--- config.mk ---
export PLATFORM = sky130hd
export DESIGN_NAME = elevator_fault_alarm_monitor_flat
export DESIGN_NICKNAME = d
export VERILOG_FILES = /design/src/rtl/efam_pkg.sv /design/src/rtl/efam_if.sv /design/src/rtl/efam_cfg.sv /design/src/rtl/efam_core.sv /design/src/rtl/elevator_fault_alarm_monitor.sv /design/src/flat_wrapper.sv
export SDC_FILE = /design/constraint.sdc
export NUM_CORES = 1
export LEC_CHECK = 0
export ABC_AREA = 1
export BUFFER_PORTS_ARGS = -buffer_cell sky130_fd_sc_hd__buf_2
export CORE_MARGIN = 2
export CORE_UTILIZATION = 50
export CTS_BUF_LIST = sky130_fd_sc_hd__clkbuf_16
export CTS_CLUSTER_DIAMETER = 150
export DETAILED_ROUTE_END_ITERATION = 6
export GPL_TIMING_DRIVEN = 0
export MAX_ROUTING_LAYER = met4
export PLACE_DENSITY_LB_ADDON = 0.15
export SYNTH_ARGS = -nofsm -noshare
export SYNTH_HDL_FRONTEND = slang
export SYNTH_HIERARCHICAL = 1
export SYNTH_SLANG_ARGS = --single-unit
--- constraint.sdc ---
create_clock -name clk -period 9.8 [get_ports clk]
set_clock_uncertainty 0.1 [all_clocks]
set_input_delay 0.98 -clock clk [delete_from_list [all_inputs] [get_ports clk]]
set_output_delay 0.98 -clock clk [all_outputs]
set_load 0.005 [all_outputs]
--- src/rtl/efam_pkg.sv ---
// Package for the elevator fault alarm monitor: register indexes, codes,
// configuration and alarm structs. No dependencies.
`default_nettype none

package efam_pkg;

	// Default widths handed to the top level parameters
	localparam int AGE_WIDTH_DEF      = 16;
	localparam int RUN_TIME_WIDTH_DEF = 16;
	localparam int FLOOR_WIDTH_DEF    = 8;

	// Configuration write channel
	localparam int CFG_IDX_W  = 3;
	localparam int CFG_DATA_W = 16;

	localparam logic [CFG_IDX_W-1:0] REG_CHECK_ENABLE     = 3'd0;
	localparam logic [CFG_IDX_W-1:0] REG_LIMIT_MODE       = 3'd1;
	localparam logic [CFG_IDX_W-1:0] REG_STUCK_TIMEOUT    = 3'd2;
	localparam logic [CFG_IDX_W-1:0] REG_DOOR_TIMEOUT_S   = 3'd3;
	localparam logic [CFG_IDX_W-1:0] REG_SPEED_THRESHOLD  = 3'd4;
	localparam logic [CFG_IDX_W-1:0] REG_TRAP_TIMEOUT_MIN = 3'd5;
	localparam logic [CFG_IDX_W-1:0] REG_LIMIT_HOLD_S     = 3'd6;
	localparam logic [CFG_IDX_W-1:0] REG_PRESENCE_HOLD_S  = 3'd7;

	// Request kinds
	localparam logic ACT_SAMPLE = 1'b0;
	localparam logic ACT_TICK   = 1'b1;

	// Run status codes
	localparam logic [1:0] ST_LEVEL = 2'd0;
	localparam logic [1:0] ST_UP    = 2'd1;
	localparam logic [1:0] ST_DOWN  = 2'd2;

	// Limit modes; the fourth code acts like the checked mode
	localparam logic [1:0] LM_OFF       = 2'd0;
	localparam logic [1:0] LM_CHECK     = 2'd1;
	localparam logic [1:0] LM_AS_DOOR   = 2'd2;
	localparam logic [1:0] LM_CHECK_ALT = 2'd3;

	// check_enable bits
	localparam int CE_DOOR     = 0;
	localparam int CE_PRESENCE = 1;

	localparam int STUCK_DIV   = 10;
	localparam int SEC_PER_MIN = 60;

	typedef struct packed {
		logic [1:0]  check_enable;
		logic [1:0]  limit_mode;
		logic [12:0] stuck_timeout;
		logic [15:0] door_timeout_s;
		logic [15:0] speed_threshold;
		logic [9:0]  trap_timeout_min;
		logic [15:0] limit_hold_s;
		logic [15:0] presence_hold_s;
	} cfg_t;

	typedef struct packed {
		logic any_alarm;
		logic stuck_alarm;
		logic top_overrun;
		logic bottom_overrun;
		logic door_while_moving;
		logic overspeed;
		logic door_not_opened;
		logic trapped;
	} alarm_t;

endpackage

`default_nettype wire

--- src/rtl/efam_if.sv ---
// Channel interfaces of the elevator fault alarm monitor: request, result
// and configuration write. Depends on efam_pkg.
`default_nettype none

interface efam_req_if #(
	parameter int RUN_TIME_WIDTH = efam_pkg::RUN_TIME_WIDTH_DEF,
	parameter int FLOOR_WIDTH    = efam_pkg::FLOOR_WIDTH_DEF
);
	logic                      valid;
	logic                      ready;
	logic                      action;
	logic [1:0]                run_status;
	logic [RUN_TIME_WIDTH-1:0] run_time;
	logic [FLOOR_WIDTH-1:0]    floor_index;
	logic                      limit_hit;
	logic                      door_open;
	logic                      level_sensor;
	logic                      person_seen;

	modport source (
		output valid, action, run_status, run_time, floor_index,
		       limit_hit, door_open, level_sensor, person_seen,
		input  ready
	);
	modport sink (
		input  valid, action, run_status, run_time, floor_index,
		       limit_hit, door_open, level_sensor, person_seen,
		output ready
	);
endinterface

interface efam_res_if;
	logic valid;
	logic ready;
	logic any_alarm;
	logic stuck_alarm;
	logic top_overrun;
	logic bottom_overrun;
	logic door_while_moving;
	logic overspeed;
	logic door_not_opened;
	logic trapped;

	modport source (
		output valid, any_alarm, stuck_alarm, top_overrun, bottom_overrun,
		       door_while_moving, overspeed, door_not_opened, trapped,
		input  ready
	);
	modport sink (
		input  valid, any_alarm, stuck_alarm, top_overrun, bottom_overrun,
		       door_while_moving, overspeed, door_not_opened, trapped,
		output ready
	);
endinterface

interface efam_cfg_if;
	logic                            valid;
	logic                            ready;
	logic [efam_pkg::CFG_IDX_W-1:0]  index;
	logic [efam_pkg::CFG_DATA_W-1:0] data;

	modport source (output valid, index, data, input ready);
	modport sink (input valid, index, data, output ready);
endinterface

`default_nettype wire

--- src/rtl/efam_cfg.sv ---
// Configuration register bank of the elevator fault alarm monitor.
// Depends on efam_pkg and efam_cfg_if.
`default_nettype none

module efam_cfg (
	input  wire logic         clk,
	input  wire logic         arst_n,
	efam_cfg_if.sink          cfg,
	output efam_pkg::cfg_t    regs
);

	efam_pkg::cfg_t regs_q;

	// Writes are always taken
	assign cfg.ready = 1'b1;
	assign regs      = regs_q;

	always_ff @(posedge clk or negedge arst_n) begin
		if (!arst_n) begin
			regs_q <= '0;
		end else if (cfg.valid) begin
			case (cfg.index)
				efam_pkg::REG_CHECK_ENABLE:     regs_q.check_enable     <= cfg.data[1:0];
				efam_pkg::REG_LIMIT_MODE:       regs_q.limit_mode       <= cfg.data[1:0];
				efam_pkg::REG_STUCK_TIMEOUT:    regs_q.stuck_timeout    <= cfg.data[12:0];
				efam_pkg::REG_DOOR_TIMEOUT_S:   regs_q.door_timeout_s   <= cfg.data;
				efam_pkg::REG_SPEED_THRESHOLD:  regs_q.speed_threshold  <= cfg.data;
				efam_pkg::REG_TRAP_TIMEOUT_MIN: regs_q.trap_timeout_min <= cfg.data[9:0];
				efam_pkg::REG_LIMIT_HOLD_S:     regs_q.limit_hold_s     <= cfg.data;
				efam_pkg::REG_PRESENCE_HOLD_S:  regs_q.presence_hold_s  <= cfg.data;
				default: ;
			endcase
		end
	end

endmodule

`default_nettype wire

--- src/rtl/efam_core.sv ---
// Alarm evaluation and history state of the elevator fault alarm monitor.
// Depends on efam_pkg.
`default_nettype none

module efam_core #(
	parameter int AGE_WIDTH      = efam_pkg::AGE_WIDTH_DEF,
	parameter int RUN_TIME_WIDTH = efam_pkg::RUN_TIME_WIDTH_DEF,
	parameter int FLOOR_WIDTH    = efam_pkg::FLOOR_WIDTH_DEF
) (
	input  wire logic                      clk,
	input  wire logic                      arst_n,
	input  wire efam_pkg::cfg_t            regs,
	input  wire logic                      go,
	input  wire logic                      action,
	input  wire logic [1:0]                run_status,
	input  wire logic [RUN_TIME_WIDTH-1:0] run_time,
	input  wire logic [FLOOR_WIDTH-1:0]    floor_index,
	input  wire logic                      limit_hit,
	input  wire logic                      door_open,
	input  wire logic                      level_sensor,
	input  wire logic                      person_seen,
	output efam_pkg::alarm_t               alarms
);

	localparam int STK_W  = $bits(regs.stuck_timeout) + 4;
	localparam int STK_CW = (RUN_TIME_WIDTH > STK_W) ? RUN_TIME_WIDTH : STK_W;
	localparam int SPD_CW = (RUN_TIME_WIDTH > 16) ? RUN_TIME_WIDTH : 16;
	localparam int AGE_CW = (AGE_WIDTH > 16) ? AGE_WIDTH : 16;

	logic                      started_q;
	logic [FLOOR_WIDTH-1:0]    prev_floor_q;
	logic [1:0]                prev_status_q;
	logic [RUN_TIME_WIDTH-1:0] prev_run_time_q;
	logic                      overspeed_q;
	logic                      door_seen_q;
	logic [AGE_WIDTH-1:0]      up_age_q, down_age_q, pres_age_q, trap_age_q, stop_age_q;

	logic                      overspeed_d, door_seen_d;
	logic [AGE_WIDTH-1:0]      up_age_d, down_age_d, pres_age_d, trap_age_d, stop_age_d;

	logic                      door_e, limit_e, lim_on, person_e;
	logic [FLOOR_WIDTH-1:0]    pf;
	logic [1:0]                ps;
	logic [RUN_TIME_WIDTH-1:0] prt;
	logic [STK_CW-1:0]         stuck_lim;
	logic [AGE_CW-1:0]         trap_lim;
	logic                      stuck, top, bottom, rundoor, nodoor, trapped;

	function automatic logic [AGE_WIDTH-1:0] age_inc(input logic [AGE_WIDTH-1:0] a);
		return (&a) ? a : a + AGE_WIDTH'(1);
	endfunction

	// run_time / 10 >= t  <=>  run_time >= 10 * t
	assign stuck_lim = STK_CW'(regs.stuck_timeout) * STK_CW'(efam_pkg::STUCK_DIV);
	assign trap_lim  = AGE_CW'(regs.trap_timeout_min) * AGE_CW'(efam_pkg::SEC_PER_MIN);

	always_comb begin
		overspeed_d = overspeed_q;
		door_seen_d = door_seen_q;
		up_age_d    = up_age_q;
		down_age_d  = down_age_q;
		pres_age_d  = pres_age_q;
		trap_age_d  = trap_age_q;
		stop_age_d  = stop_age_q;
		stuck       = 1'b0;
		top         = 1'b0;
		bottom      = 1'b0;
		rundoor     = 1'b0;
		nodoor      = 1'b0;
		trapped     = 1'b0;
		person_e    = person_seen;

		// limit sensor doubles as a door contact in that mode
		door_e  = door_open | ((regs.limit_mode == efam_pkg::LM_AS_DOOR) & ~limit_hit);
		limit_e = limit_hit & (regs.limit_mode != efam_pkg::LM_AS_DOOR);
		lim_on  = (regs.limit_mode == efam_pkg::LM_CHECK) ||
		          (regs.limit_mode == efam_pkg::LM_CHECK_ALT);

		// first sample is its own history
		pf  = started_q ? prev_floor_q    : floor_index;
		ps  = started_q ? prev_status_q   : run_status;
		prt = started_q ? prev_run_time_q : run_time;

		if (action == efam_pkg::ACT_TICK) begin
			up_age_d   = age_inc(up_age_q);
			down_age_d = age_inc(down_age_q);
			pres_age_d = age_inc(pres_age_q);
			trap_age_d = age_inc(trap_age_q);
			stop_age_d = age_inc(stop_age_q);
		end else begin
			stuck = (run_status != efam_pkg::ST_LEVEL) &&
			        (STK_CW'(run_time) >= stuck_lim);

			if (lim_on) begin
				if (limit_e && run_status == efam_pkg::ST_UP)
					up_age_d = '0;
				if (limit_e && run_status == efam_pkg::ST_DOWN)
					down_age_d = '0;
				top    = AGE_CW'(up_age_d) < AGE_CW'(regs.limit_hold_s);
				bottom = AGE_CW'(down_age_d) < AGE_CW'(regs.limit_hold_s);
			end

			rundoor = regs.check_enable[efam_pkg::CE_DOOR] &&
			          (run_status != efam_pkg::ST_LEVEL) && door_e && !level_sensor;

			if (floor_index == pf) begin
				if (run_status == efam_pkg::ST_LEVEL ||
				    SPD_CW'(run_time) > SPD_CW'(regs.speed_threshold))
					overspeed_d = 1'b0;
			end else if (run_status == efam_pkg::ST_LEVEL) begin
				overspeed_d = 1'b0;
			end else if (SPD_CW'(prt) < SPD_CW'(regs.speed_threshold)) begin
				overspeed_d = 1'b1;
			end

			if (regs.check_enable[efam_pkg::CE_DOOR] && run_status == efam_pkg::ST_LEVEL) begin
				if (ps != efam_pkg::ST_LEVEL) begin
					stop_age_d  = '0;
					door_seen_d = 1'b0;
				end else if (door_e) begin
					door_seen_d = 1'b1;
				end else if (AGE_CW'(stop_age_q) >= AGE_CW'(regs.door_timeout_s) &&
				             !door_seen_q) begin
					nodoor = 1'b1;
				end
			end

			if (regs.check_enable[efam_pkg::CE_PRESENCE]) begin
				if (person_seen)
					pres_age_d = '0;
				if (AGE_CW'(pres_age_d) < AGE_CW'(regs.presence_hold_s))
					person_e = 1'b1;
				if ((run_status == efam_pkg::ST_LEVEL && door_e) || !person_e)
					trap_age_d = '0;
				else if (AGE_CW'(trap_age_q) >= trap_lim)
					trapped = 1'b1;
			end
		end
	end

	always_ff @(posedge clk or negedge arst_n) begin
		if (!arst_n) begin
			started_q       <= 1'b0;
			prev_floor_q    <= '0;
			prev_status_q   <= '0;
			prev_run_time_q <= '0;
			overspeed_q     <= 1'b0;
			door_seen_q     <= 1'b1;
			up_age_q        <= '1;
			down_age_q      <= '1;
			pres_age_q      <= '1;
			trap_age_q      <= '0;
			stop_age_q      <= '0;
		end else if (go) begin
			overspeed_q <= overspeed_d;
			door_seen_q <= door_seen_d;
			up_age_q    <= up_age_d;
			down_age_q  <= down_age_d;
			pres_age_q  <= pres_age_d;
			trap_age_q  <= trap_age_d;
			stop_age_q  <= stop_age_d;
			if (action == efam_pkg::ACT_SAMPLE) begin
				started_q       <= 1'b1;
				prev_floor_q    <= floor_index;
				prev_status_q   <= run_status;
				prev_run_time_q <= run_time;
			end
		end
	end

	assign alarms.stuck_alarm       = stuck;
	assign alarms.top_overrun       = top;
	assign alarms.bottom_overrun    = bottom;
	assign alarms.door_while_moving = rundoor;
	assign alarms.overspeed         = overspeed_d;
	assign alarms.door_not_opened   = nodoor;
	assign alarms.trapped           = trapped;
	assign alarms.any_alarm         = stuck | top | bottom | rundoor | overspeed_d |
	                                  nodoor | trapped;

endmodule

`default_nettype wire

--- src/rtl/elevator_fault_alarm_monitor.sv ---
// Top level of the elevator fault alarm monitor: input register, alarm core,
// result register. Depends on efam_pkg, efam_if, efam_cfg and efam_core.
//
// Usage:
//  - req_in carries requests: a status sample (action 0) or a one-second
//    tick (action 1). A sample yields exactly one result on res_out; a tick
//    only advances the saturating age counters and yields nothing.
//  - res_out carries the seven alarm flags and their OR.
//  - cfg_in writes the configuration registers (index = register number);
//    it is always ready. Write only while no request is in flight.
// Timing:
//  - A request is registered on acceptance and evaluated from the input
//    register against the history state; a sample's result then lands in the
//    output register, which raises res_out.valid, once that register is free or draining.
//  - One request per cycle sustained while res_out does not stall; the input
//    register and the output register decouple the two sides, so a new
//    request is taken while a result waits to be collected.
//  - When res_out stalls, a pending sample holds in the input register and
//    req_in.ready drops; pending ticks still pass since they give no result.
// Reset (arst_n low): registers cleared, limit and presence ages saturated,
//  history marked empty so the first sample serves as its own predecessor.
`default_nettype none

module elevator_fault_alarm_monitor #(
	parameter int AGE_WIDTH      = efam_pkg::AGE_WIDTH_DEF,
	parameter int RUN_TIME_WIDTH = efam_pkg::RUN_TIME_WIDTH_DEF,
	parameter int FLOOR_WIDTH    = efam_pkg::FLOOR_WIDTH_DEF
) (
	input  wire logic  clk,
	input  wire logic  arst_n,
	efam_req_if.sink   req_in,
	efam_res_if.source res_out,
	efam_cfg_if.sink   cfg_in
);

	efam_pkg::cfg_t   regs;
	efam_pkg::alarm_t alarms;
	efam_pkg::alarm_t alarms_q;

	// Input stage
	logic                      valid_s1;
	logic                      action_s1;
	logic [1:0]                run_status_s1;
	logic [RUN_TIME_WIDTH-1:0] run_time_s1;
	logic [FLOOR_WIDTH-1:0]    floor_index_s1;
	logic                      limit_hit_s1, door_open_s1, level_sensor_s1, person_seen_s1;

	logic res_valid_q;
	logic s1_go;
	logic req_take;

	efam_cfg u_cfg (
		.clk    (clk),
		.arst_n (arst_n),
		.cfg    (cfg_in),
		.regs   (regs)
	);

	// Ticks never need the output register; samples need it free or draining
	assign s1_go        = valid_s1 && (action_s1 == efam_pkg::ACT_TICK ||
	                                   !res_valid_q || res_out.ready);
	assign req_in.ready = !valid_s1 || s1_go;
	assign req_take     = req_in.valid && req_in.ready;

	always_ff @(posedge clk or negedge arst_n) begin
		if (!arst_n)
			valid_s1 <= 1'b0;
		else if (req_in.ready)
			valid_s1 <= req_in.valid;
	end

	always_ff @(posedge clk) begin
		if (req_take) begin
			action_s1       <= req_in.action;
			run_status_s1   <= req_in.run_status;
			run_time_s1     <= req_in.run_time;
			floor_index_s1  <= req_in.floor_index;
			limit_hit_s1    <= req_in.limit_hit;
			door_open_s1    <= req_in.door_open;
			level_sensor_s1 <= req_in.level_sensor;
			person_seen_s1  <= req_in.person_seen;
		end
	end

	efam_core #(
		.AGE_WIDTH      (AGE_WIDTH),
		.RUN_TIME_WIDTH (RUN_TIME_WIDTH),
		.FLOOR_WIDTH    (FLOOR_WIDTH)
	) u_core (
		.clk          (clk),
		.arst_n       (arst_n),
		.regs         (regs),
		.go           (s1_go),
		.action       (action_s1),
		.run_status   (run_status_s1),
		.run_time     (run_time_s1),
		.floor_index  (floor_index_s1),
		.limit_hit    (limit_hit_s1),
		.door_open    (door_open_s1),
		.level_sensor (level_sensor_s1),
		.person_seen  (person_seen_s1),
		.alarms       (alarms)
	);

	// Output register
	always_ff @(posedge clk or negedge arst_n) begin
		if (!arst_n) begin
			res_valid_q <= 1'b0;
		end else if (s1_go && action_s1 == efam_pkg::ACT_SAMPLE) begin
			res_valid_q <= 1'b1;
		end else if (res_out.ready) begin
			res_valid_q <= 1'b0;
		end
	end

	always_ff @(posedge clk) begin
		if (s1_go && action_s1 == efam_pkg::ACT_SAMPLE)
			alarms_q <= alarms;
	end

	assign res_out.valid             = res_valid_q;
	assign res_out.any_alarm         = alarms_q.any_alarm;
	assign res_out.stuck_alarm       = alarms_q.stuck_alarm;
	assign res_out.top_overrun       = alarms_q.top_overrun;
	assign res_out.bottom_overrun    = alarms_q.bottom_overrun;
	assign res_out.door_while_moving = alarms_q.door_while_moving;
	assign res_out.overspeed         = alarms_q.overspeed;
	assign res_out.door_not_opened   = alarms_q.door_not_opened;
	assign res_out.trapped           = alarms_q.trapped;

endmodule

`default_nettype wire

--- src/flat_wrapper.sv ---
// flat-port wrapper written by rule: the top's interface ports become plain ports
module elevator_fault_alarm_monitor_flat 
#(
	parameter int AGE_WIDTH      = efam_pkg::AGE_WIDTH_DEF,
	parameter int RUN_TIME_WIDTH = efam_pkg::RUN_TIME_WIDTH_DEF,
	parameter int FLOOR_WIDTH    = efam_pkg::FLOOR_WIDTH_DEF
)
  (clk, arst_n, req_in_valid, req_in_action, req_in_run_status, req_in_run_time, req_in_floor_index, req_in_limit_hit, req_in_door_open, req_in_level_sensor, req_in_person_seen, req_in_ready, res_out_valid, res_out_any_alarm, res_out_stuck_alarm, res_out_top_overrun, res_out_bottom_overrun, res_out_door_while_moving, res_out_overspeed, res_out_door_not_opened, res_out_trapped, res_out_ready, cfg_in_valid, cfg_in_index, cfg_in_data, cfg_in_ready);
  efam_req_if #(.RUN_TIME_WIDTH(RUN_TIME_WIDTH), .FLOOR_WIDTH(FLOOR_WIDTH)) req_in_i ();
  efam_res_if res_out_i ();
  efam_cfg_if cfg_in_i ();
  input  wire logic clk;
  input  wire logic arst_n;
  input wire logic [$bits(req_in_i.valid)-1:0] req_in_valid;
  input wire logic [$bits(req_in_i.action)-1:0] req_in_action;
  input wire logic [$bits(req_in_i.run_status)-1:0] req_in_run_status;
  input wire logic [$bits(req_in_i.run_time)-1:0] req_in_run_time;
  input wire logic [$bits(req_in_i.floor_index)-1:0] req_in_floor_index;
  input wire logic [$bits(req_in_i.limit_hit)-1:0] req_in_limit_hit;
  input wire logic [$bits(req_in_i.door_open)-1:0] req_in_door_open;
  input wire logic [$bits(req_in_i.level_sensor)-1:0] req_in_level_sensor;
  input wire logic [$bits(req_in_i.person_seen)-1:0] req_in_person_seen;
  output wire logic [$bits(req_in_i.ready)-1:0] req_in_ready;
  output wire logic [$bits(res_out_i.valid)-1:0] res_out_valid;
  output wire logic [$bits(res_out_i.any_alarm)-1:0] res_out_any_alarm;
  output wire logic [$bits(res_out_i.stuck_alarm)-1:0] res_out_stuck_alarm;
  output wire logic [$bits(res_out_i.top_overrun)-1:0] res_out_top_overrun;
  output wire logic [$bits(res_out_i.bottom_overrun)-1:0] res_out_bottom_overrun;
  output wire logic [$bits(res_out_i.door_while_moving)-1:0] res_out_door_while_moving;
  output wire logic [$bits(res_out_i.overspeed)-1:0] res_out_overspeed;
  output wire logic [$bits(res_out_i.door_not_opened)-1:0] res_out_door_not_opened;
  output wire logic [$bits(res_out_i.trapped)-1:0] res_out_trapped;
  input wire logic [$bits(res_out_i.ready)-1:0] res_out_ready;
  input wire logic [$bits(cfg_in_i.valid)-1:0] cfg_in_valid;
  input wire logic [$bits(cfg_in_i.index)-1:0] cfg_in_index;
  input wire logic [$bits(cfg_in_i.data)-1:0] cfg_in_data;
  output wire logic [$bits(cfg_in_i.ready)-1:0] cfg_in_ready;
  assign req_in_i.valid = req_in_valid;
  assign req_in_i.action = req_in_action;
  assign req_in_i.run_status = req_in_run_status;
  assign req_in_i.run_time = req_in_run_time;
  assign req_in_i.floor_index = req_in_floor_index;
  assign req_in_i.limit_hit = req_in_limit_hit;
  assign req_in_i.door_open = req_in_door_open;
  assign req_in_i.level_sensor = req_in_level_sensor;
  assign req_in_i.person_seen = req_in_person_seen;
  assign req_in_ready = req_in_i.ready;
  assign res_out_valid = res_out_i.valid;
  assign res_out_any_alarm = res_out_i.any_alarm;
  assign res_out_stuck_alarm = res_out_i.stuck_alarm;
  assign res_out_top_overrun = res_out_i.top_overrun;
  assign res_out_bottom_overrun = res_out_i.bottom_overrun;
  assign res_out_door_while_moving = res_out_i.door_while_moving;
  assign res_out_overspeed = res_out_i.overspeed;
  assign res_out_door_not_opened = res_out_i.door_not_opened;
  assign res_out_trapped = res_out_i.trapped;
  assign res_out_i.ready = res_out_ready;
  assign cfg_in_i.valid = cfg_in_valid;
  assign cfg_in_i.index = cfg_in_index;
  assign cfg_in_i.data = cfg_in_data;
  assign cfg_in_ready = cfg_in_i.ready;
  elevator_fault_alarm_monitor #(.AGE_WIDTH(AGE_WIDTH), .RUN_TIME_WIDTH(RUN_TIME_WIDTH), .FLOOR_WIDTH(FLOOR_WIDTH)) u_core (.clk(clk), .arst_n(arst_n), .req_in(req_in_i), .res_out(res_out_i), .cfg_in(cfg_in_i));
endmodule
==> reports/metrics.yaml <==
logic_synthesis:
  synth_top_cell_by_area: "dfrtp_1"
  ys_seq_area_share_pct: 39.2
  synth_area_leaders: "dfrtp_1, nand2_1, ha_1"
  ys_top_cells_by_count: "nand2_1, inv_1, ha_1, nor2_1, dfrtp_1"
  synth_xor_area_share_pct: 1.59
  synth_edf_count: 39
  synth.net_count: 2291
  synth-compound-area-share_pct: 10.2
  syn-cell-area_mm2: 0.0160
  synthDistinctLibCells: 59
  yosysWarnings: 6
  synth_ff_type: "dfrtp_1"
  muxShareOfSynthArea_pct: 0
  synth-seq-cells: 241
  async_reset_ff_share_pct: 83.8
  synth_fa_ha_area_share_pct: 15.2
  synth.most_common_cell: "nand2_1"
  syn_area_per_cell_um2: 7.81
  synth-simple-area-share_pct: 24.9
  synthCells: 2052
  synth_top_family_by_area: "simple AND/OR/NAND/NOR gates"
  synth_top_area_share_pct: 23.9
sta:
  fmaxAchievable_mhz: 203
  hold_viol_final: 0
  period_needed_ns: 4.92
  rsz0062_at_grt: "false"
  worst_pin_slew_ns: 1.00
  slew_headroom_pct: 33.3
  setup_viol: 0
  fin_crit_sh_pct: 50.2
  finalSetupTns_ns: 0
  slew_violations: 0
clocking:
  htree_num_levels: 1
  cts_root_buf: "clkbuf_16"
  cts-buffers-inserted: 29
  cts.sinks: 241
  cts.clk_slew.worst_paths_ns: 0.06
  insertion_delay_ns: 0.57
  cts_tree: "yes"
  cts.path.max_buffers: 3
  cts_repair_resize_count: 0
  cts_setup_buffers: 0
  ctsHoldBuffers: 0
finish:
  drive_gt1_share_pct: 10.4
  nFillCells: 2956
  synthToLayoutAreaGrowth_pct: 10.7
  num_antenna_cells: 0
  nets: 2385
route:
  drt_drc_violations_left: 0
  post_drt_wl_per_cell_um: 15.7
  wl_um: 40300
  vias: 13500
  vias_per_cell: 5.26
  dr.pass1.iters: 6
  ant_nets: 0
  drtIter0Drc: 929
critical_path:
  slowest_delay_ns: 0.52
  setup.worst_path.class: "flop to flop"
  worstPathMaxFanout: 4
  arrival_ns: 5.22
  critPathRequiredTime_ns: 10.10
  end_kind: "flop"
  slowest_stage: "fa_1"
  crit_chain: "inv_1 > fa_1 > fa_1 > inv_1 > ha_1 > inv_1 > nor3_1 > nand2_1 > nand2_1 > nand2_1 > a21oi_1 > a21o_1 > a21oi_1 > xor2_1 > ha_1 > nand4_1 > nor3_1 > nand3b_1 > o2111ai_1 > nand4_1 > nand4_1"
  critPathLaunchType: "flop"
placed_design:
  gp_congestion: 0.909
  io_buffer_count: 62
  place_hpwl_um: 30100
die:
  dieArea_mm2: 0.0335
  die_y_um: 183
  io_pins: 66
  fp-row-count: 65
  placeableCoreArea_mm2: 0.0316
  initial_core_util_pct: 50.8
  die_x_um: 183
run_status:
  outcome: "complete, no violations"
global_route:
  grt_max_degree: 113
  grtUsageMet1_pct: 32.9
  use_met2_pct: 42.3
  antenna_found_initial: 0
  grt_pass1_wl_um: 66600
  grt_busiest_layer: "met2"
  grt_pass1_vias: 13300
  overflow: 0
  grt_use_total_pct: 25.5
  met3_usage_pct: 2.82
pwr:
  ir_drop_mv: 0.150
  finalPower_mw: 3.79
  power.density_mw_per_mm2: 214
  leakage_nw: 8.99
worst_hold_path:
  holdCritPathClass: "flop to flop"
job:
  maxCapViolCount: 0
[stage by stage]
stage          worst slack, ns  instance area [µm²]  util [%]  std cells  hold slack, ns
6_report                  4.88                17700      56.2       2570           0.374
2_1_floorplan             5.74                16000         -       2052           0.336
5_1_grt                   4.61                17700      56.2       2570           0.396
3_5_place_dp              4.89                16900      53.5       2517           0.362
3_3_place_gp              3.97                16800      53.3       2516           0.356
4_1_cts                   4.88                17700      56.2       2570           0.377
[placed cells by master (no fill, tap or decap), types with 6 or more instances in the layout]
cell type	n
clkinv_1	11
fa_1	18
nand2_2	7
or2_2	10
xnor2_1	6
nor2_4	6
o211ai_1	10
a21oi_1	107
clkbuf_1	22
xor2_1	23
dfrtp_1	153
dfstp_2	49
edfxtp_1	39
buf_4	11
nor3_1	34
nand2_1	571
buf_2	81
inv_1	298
nor2_1	155
a211oi_1	6
nor4_1	8
nand3_1	102
ha_1	166
nand4_1	28
inv_2	9
clkbuf_16	30
o21ai_0	134
[sequential cells by signal (all words and copies together) (netlist names), 16 cells and up]
register	count
u_core/run_time_s1	16
u_core/u_core/stop_age_q	16
u_core/u_core/pres_age_q	16
u_core/u_core/trap_age_q	16
u_core/u_cfg/regs	91
u_core/u_core/down_age_q	16
u_core/u_core/up_age_q	16
u_core/u_core/prev_run_time_q	16
[metal layers]
| metal | vias up | share of wire (%) |
|---|---|---|
| li1 | 6843 | - |
| met1 | 6287 | 46 |
| met2 | 316 | 47 |
| met3 | 84 | 4.2 |
| met4 | 0 | 3.4 |
| met5 | - | 0 |
[worst max-delay path, delay by kind of cell, from the launching register on]
family                     cells  cell delay [ns]
AOI/OAI and AO/OA              4             0.62
buffers and inverters          3             0.27
adders and majority gates      4             1.68
xor gates and xnor gates       1             0.15
and+or+nand+nor                9             1.51
DFF                            1             0.42
[final timing paths]
path | depth (start not counted) | end | start | slack [ns]
min | 2 | u_core/u_cfg/regs[9]$_DFFE_PN0P_ | u_core/u_cfg/regs[9]$_DFFE_PN0P_ | 0.37
min in group asynchronous | 1 | u_core/u_core/trap_age_q[4]$_DFFE_PN0P_ | arst_n | 0.40
max in group asynchronous | 2 | u_core/u_core/door_seen_q$_DFFE_PN1P_ | arst_n | 8.17
min reg2reg | 2 | u_core/u_cfg/regs[9]$_DFFE_PN0P_ | u_core/u_cfg/regs[9]$_DFFE_PN0P_ | 0.37
max reg2reg | 21 | u_core/res_out.any_alarm$_DFFE_PP_ | u_core/u_cfg/regs[35]$_DFFE_PN0P_ | 4.88
max | 21 | u_core/res_out.any_alarm$_DFFE_PP_ | u_core/u_cfg/regs[35]$_DFFE_PN0P_ | 4.88
[power by group]
part	switching, mW	total [mW]	internal, mW
combinational	0.884	1.43	0.550
sequential	0.138	1.38	1.24
clock	0.428	0.979	0.550
total	1.45	3.79	2.34
[kinds of logic after synthesis]
group / count (synthesis)
simple gates: 940
buf+inv: 360
xor+xnor: 29
other cells: 1
compound gates: 297
flops: 241
fa+ha+maj: 184
[area by class of cell]
cell class	instances	area (µm²)	area share, %
multi-input combinational	1451	8310	46.8
sequential	241	6290	35.4
inverter	303	1140	6.44
clock buffer	30	751	4.23
tap	402	503	2.83
timing repair buffer	63	348	1.96
buffer	57	288	1.62
clock inverter	23	113	0.635
Note: power is estimated with default switching activity, not from simulation.
